## src/chti_pkg.sv

```systemverilog
// Shared types and constants for the chained hash table insert block.
package chti_pkg;
	localparam int unsigned BucketsDefault = 8;
	localparam int unsigned RecordsDefault = 256;
	localparam int unsigned KeyW = 31;
	localparam int unsigned PayW = 64;
	localparam int unsigned CntW = 4;
	localparam logic [CntW-1:0] BucketCountReset = 4'd7;

	typedef enum logic [1:0] {
		OP_INSERT  = 2'd0,
		OP_PRELOAD = 2'd1,
		OP_HEAD    = 2'd2,
		OP_NOP     = 2'd3
	} opcode_t;

	typedef enum logic [1:0] {
		ST_INSERTED  = 2'd0,
		ST_DUPLICATE = 2'd1,
		ST_FULL      = 2'd2,
		ST_LOADED    = 2'd3
	} status_t;

	typedef enum logic [2:0] {
		S_IDLE,
		S_HASH,
		S_READ,
		S_CHECK,
		S_LINK,
		S_EXEC
	} state_t;

	typedef struct packed {
		logic            go;
		logic [KeyW-1:0] key;
		logic [CntW-1:0] modulus;
	} hash_req_t;

	typedef struct packed {
		logic            done;
		logic [CntW-1:0] rem;
	} hash_rsp_t;
endpackage

```

## src/chti_hash.sv

```systemverilog
// Bit-serial key modulo bucket count, one key bit per cycle.
module chti_hash (
	input  logic               clk,
	input  logic               arst_n,
	input  chti_pkg::hash_req_t req,
	output chti_pkg::hash_rsp_t rsp
);
	import chti_pkg::*;

	logic [KeyW-1:0] key_q;
	logic [CntW-1:0] mod_q;
	logic [CntW-1:0] rem_q;
	logic [4:0]      cnt_q;
	logic            run_q;
	logic            done_q;
	logic [CntW:0]   trial;

	always_comb begin
		trial = {rem_q, key_q[KeyW-1]};
		if (trial >= {1'b0, mod_q}) begin
			trial = trial - {1'b0, mod_q};
		end
	end

	always_ff @(posedge clk or negedge arst_n) begin
		if (!arst_n) begin
			run_q  <= 1'b0;
			done_q <= 1'b0;
			cnt_q  <= '0;
		end else begin
			done_q <= 1'b0;
			if (req.go) begin
				run_q <= 1'b1;
				cnt_q <= 5'(KeyW - 1);
			end else if (run_q) begin
				cnt_q <= cnt_q - 5'd1;
				if (cnt_q == 5'd0) begin
					run_q  <= 1'b0;
					done_q <= 1'b1;
				end
			end
		end
	end

	always_ff @(posedge clk) begin
		if (req.go) begin
			key_q <= req.key;
			mod_q <= req.modulus;
			rem_q <= '0;
		end else if (run_q) begin
			key_q <= {key_q[KeyW-2:0], 1'b0};
			rem_q <= trial[CntW-1:0];
		end
	end

	assign rsp.done = done_q;
	assign rsp.rem  = rem_q;
endmodule

```

## config.mk

```make
export PLATFORM = sky130hd
export DESIGN_NAME = chti_hash
export DESIGN_NICKNAME = d
export VERILOG_FILES = /design/src/chti_pkg.sv /design/src/chti_hash.sv
export SDC_FILE = /design/constraint.sdc
export NUM_CORES = 1
export LEC_CHECK = 0
export ABC_AREA = 1
export BUFFER_PORTS_ARGS = -buffer_cell sky130_fd_sc_hd__buf_2
export CAP_MARGIN = 0
export CORE_ASPECT_RATIO = 0.8
export CORE_MARGIN = 2
export CORE_UTILIZATION = 50
export DETAILED_ROUTE_END_ITERATION = 10
export PLACE_DENSITY = 0.81
export SLEW_MARGIN = 5
export SYNTH_ARGS = -nofsm -noshare
export SYNTH_HDL_FRONTEND = slang
export SYNTH_SLANG_ARGS = --single-unit
```

## constraint.sdc

```tcl
create_clock -name clk -period 2.3 [get_ports clk]
set_clock_uncertainty 0.2 [all_clocks]
set_input_delay 0.46 -clock clk [delete_from_list [all_inputs] [get_ports clk]]
set_output_delay 0.46 -clock clk [all_outputs]
set_load 0.03 [all_outputs]
```

# [Word-level counts from Yosys, hierarchy flattened]
# Index checks and enable logic that the tools add are counted.
# Widths: inputs -> output; s select.
[classes] add_sub_neg=2 magnitude_cmp=1 muxes=11 reduce_logical=2
[op_table] operator="$mux 31" count=2
[op_table] operator="$mux 5" count=2
[op_table] operator="$mux 1" count=6
[op_table] operator="$ge 5x4->1" count=1
[op_table] operator="$logic_not 5->1" count=1
[op_table] operator="$sub 5x1->5 const B" count=1
[op_table] operator="$mux 4" count=1
[op_table] operator="$sub 4x4->4" count=1
[op_table] operator="$reduce_bool 2->1" count=1
[word_totals] reg_bits=46

# [Depth between registers and ports, before layout]
[logic_depth] depth_word=4 mapped_depth=11 mapped_depth_nobuf=11

# [Worst setup path after synthesis]
# No wires, ideal clock.
[synth_timing] path_type="input-to-reg" start="input req[35] in the netlist's numbering" end="register key_q[0] (enable)" arrival_ps=1330 required_time_ps=1714 path_slack_ps=384 path_stages=3 path_buffers=1 cell_sequence="buf_2 nor2_2 inv_1"
[synth_via] elab_chain_len=1
[synth_rtl] element="start: declaration" line="chti_hash.sv:5" rtl="input chti_pkg::hash_req_t req,"
[synth_rtl] element="$reduce_bool 2->1 (no line)"
[synth_rtl] element="end signal: assignment" line="chti_hash.sv:47" rtl="key_q <= req.key;"
[synth_rtl] element="end signal: assignment" line="chti_hash.sv:51" rtl="key_q <= {key_q[KeyW-2:0], 1'b0};"
[synth_rtl] element="end: declaration" line="chti_hash.sv:10" rtl="logic [KeyW-1:0] key_q;"
# No other way between the ends.
# A chain may end at the register's enable or synchronous reset.

# [Worst setup path in the final report]
[layout_timing] start="register key_q[30]" end="register rem_q[2]"
[layout_via] elab_chain_len=2
[layout_rtl] element="$sub 4x4->4 / $ge 5x4->1 (equally long branches)" line="chti_hash.sv:21, chti_hash.sv:20"
[layout_rtl] element="$mux 4 *" line="chti_hash.sv:20" rtl="if (trial >= {1'b0, mod_q}) begin"
[layout_rtl] element="end signal: assignment" line="chti_hash.sv:52" rtl="rem_q <= trial[CntW-1:0];"
[layout_rtl] element="end: declaration" line="chti_hash.sv:12" rtl="logic [CntW-1:0] rem_q;"
# Mark *: on every way between the ends. The rest lies on a longest branch, timed or not.

==> impl_results.md <==
- Grt met3 use: 4.36%
- Hpwl dp: 2.65 mm
- Sw Share: slightly above 30%
- Port Buffer Count: 42
- Synthesis Warnings: 0
- Drt drc: 0
- Placed Area: 0.00240 mm²
- Initial antenna violation count: 0
- Required time of the critical path: 2.29 ns
- Die Ht: 62.2 µm
- Area leader, netlist: edfxtp_1
- Clk root buf: clkbuf_8
- Post-synth net total: 269
- Sw power: 0.690 mW
- Congestion Overflow GR: 0
- Type of the worst min-delay path: in2reg
- Register area: 0.00131 mm²
- Fin. max-slew vios: 0
- CP Max Fanout: 2
- Antenna-violating nets left: 0
- GR Util met2: around a quarter
- Flop pwr share: 47.3%
- Slowest CP cell: fa_1
- Worst Setup Start Kind: flop
- Mapped Area: roughly 0.0021 mm²
- Int Pwr: 1.54 mW
- Arrival time worst endpoint: 1.71 ns
- Vias in the first global route: 1439
- Leading cell type in the layout, fill and taps excluded: nand2_1
- Drt first pass iters: 4
- Tmin final: 1.72 ns
- Post-synthesis mux area share: 0%
- Area Overhead vs Synth: 19.0%
- Leak Pwr: roughly 1.3 nW
- CTS sink cnt: 46
- RSZ-0062 raised after global routing: false
- CP Class: reg2reg
- # hold bufs at CTS: 1
- Final setup margin: slightly below 0.6 ns
- PwrDens: around 880 mW/mm²
- Antenna Cells: 0
- First-pass GRT wire length: 6.27 mm
- Period Utilization, post-route: 74.6%
- Largest family of logic cells by synthesized area: simple AND/OR/NAND/NOR gates
- Post-synthesis cell count: 225
- Adder-cell share of the synthesized area: 3.90%
- FP Rows: 21
- CP Capture Type: flop
- Pre-CTS WS: roughly 0.6 ns
- Later-pin clock latency in the skew report: between 0.2 and 0.3 ns
- Post-CTS Resized: 0
- Final Hold Fails: 0
- CTS clk-pin slew, worst paths: 0.09 ns
- Synth cell types: 23
- Routability cong.: 0.825
- Synth Area in Simple Gates: 26.2%
- Reg2reg path depth: 8
- Hold Crit Start: req[3]
- Area share of the largest cell type after synthesis: 49.6%
- Initial drt markers: slightly below 80
- Synth Area per Inst: 9.42 µm²
- Met1 Resource Use GR: ~22%
- NumNets Final: 316
- Die area: 0.00478 mm²
- WL final: 3.64 mm
- CTS max path bufs: 2
- Gate power share: 25.9%
- Via count: ~1500
- Chip Width: 76.8 µm
- Buf/Inv on CP: 2
- Gr busiest metal: met2
- Compound-Gate Fraction of Synth Area: 2.54%
- Largest stage delay on the critical path: 0.37 ns
- VDD IR-drop max: 0.000450 V
- Clock power frac: 26.8%
- Core Util, Final: 61.1%
- WHS: around 0.14 ns
- Seq/Total Area, Yosys: approximately three fifths
- Fin area: 0.00252 mm²
- Crit path cell chain: inv_1 > ha_1 > inv_1 > fa_1 > xnor2_1 > nand2_1 > nand3_1 > nand2_1
- WHS Endpoint: mod_q[3]$_DFFE_PP_
- Slew at the pin closest to its max-slew limit: 0.409 ns
- Crit path max-delay family: adder cells
- Max Cap Viol: 0
- Overall Global Routing Usage: 16.5%
- Multi-input gate area: between 600 and 700 µm²
- XOR/XNOR Fraction of Synth Area: 0.413%
- CTS tree: done
- Final setup viols: 0
- IO Pins: 43
- Post-CTS setup buffer count: 0
- Status: completed
- Flops & latches, synth: 46
- Largest cells by area after synthesis: edfxtp_1, nand2_1, dfrtp_1, dfxtp_1, inv_1
- CTS buffer count: 5
- Worst R2R Setup Slack: 0.58 ns
- Vias per Instance: 4.59
- Cell count along the critical path: 8
- Most frequent cells in the layout: nand2_1, buf_2, edfxtp_1
- Wire per inst: 11.0 µm
- Fmax: 583 MHz
- Reg-to-reg startpoint: key_q[30]$_DFFE_PP_
- Filler Cells Inserted: approximately 360
- Core Region: 0.00413 mm²
- Reg2reg end: rem_q[2]$_SDFFE_PP0P_
- Worst slew margin relative to its limit: 72.6%
- Layout cells sized above 1: ~23%
- Setup TNS: 0 ns
- Largest net degree at the start of global routing: 25
- Starting density of the core: 51.4%
- H-Tree Depth: 2
- WHS Path Cells: 1
## cells in the mapped netlist
library cell,instances
fa_1,1
nand2_1,113
a22oi_1,1
nor4_1,1
o21ai_0,4
edfxtp_1,35
xnor2_1,1
inv_2,1
nand2_2,1
buf_2,4
dfrtp_1,7
nand2_4,2
nor2_2,1
buf_4,1
nand3_1,12
clkbuf_1,3
dfxtp_1,4
inv_1,19
a21oi_4,1
a21oi_1,2
nor3_2,1
nor2_1,5
ha_1,5
## per-stage QoR
stage / instances / total power [mW]
floorplan: 225 / 1.50
global placement: 321 / 1.63
detailed placement: 321 / 1.65
CTS: 330 / 2.25
global route: 330 / 2.37
finish: 330 / 2.23
## final cells by class
class / instances / share of cell area, %
clock buffer: 5 / 2.73
sequential: 46 / 51.8
clock inverter: 3 / 1.74
inverter: 20 / 2.98
tap: 57 / 2.83
timing repair buffer: 48 / 10.2
multi-input combinational: 151 / 27.7
## routing by layer
layer	vias to the layer above	routed length [µm]
li1	806	-
met1	672	1780
met2	35	1660
met3	2	184
met4	0	18
met5	-	0
## worst max-delay path by stage
stage | start | endpoint | slack [ns]
after CTS | key_q[30]$_DFFE_PP_ | rem_q[2]$_SDFFE_PP0P_ | 0.58
after global routing | key_q[30]$_DFFE_PP_ | rem_q[2]$_SDFFE_PP0P_ | 0.48
final | key_q[30]$_DFFE_PP_ | rem_q[2]$_SDFFE_PP0P_ | 0.58
after global placement | key_q[30]$_DFFE_PP_ | rem_q[2]$_SDFFE_PP0P_ | 0.65
after floorplan | req[35] | key_q[0]$_SDFFCE_PN0P_ | 0.38
after detailed placement | key_q[30]$_DFFE_PP_ | rem_q[2]$_SDFFE_PP0P_ | 0.59
## worst reg2reg max path: cells and delay by family, from the launching register on
kind	cells	cell delay (ns)
buffers and inverters	2	0.16
adder cells (fa/ha/maj)	2	0.54
flip-flops	1	0.36
XOR/XNOR	1	0.17
AND/OR/NAND/NOR	3	0.19
## sequential cells by signal (all words and copies together), names as in the netlist
register / cells
done_q: 1
rem_q: 4
run_q: 1
cnt_q: 5
key_q: 31
mod_q: 4
## cells by family after synthesis
logic type / after synthesis
flip-flops: 46
AND/OR/NAND/NOR: 136
adder cells (fa/ha/maj): 6
buffers and inverters: 28
XOR/XNOR: 1
AO/OA/AOI/OAI: 8
## power groups by stage
stage / clock network [mW] / registers [mW] / logic, mW
after floorplan: 0 / 1.13 / 0.375
after global placement: 0 / 1.07 / 0.562
after detailed placement: 0 / 1.07 / 0.581
after CTS: 0.613 / 1.05 / 0.584
after global routing: 0.646 / 1.07 / 0.651
final: 0.598 / 1.06 / 0.578
(Power assumes the default switching activity.)
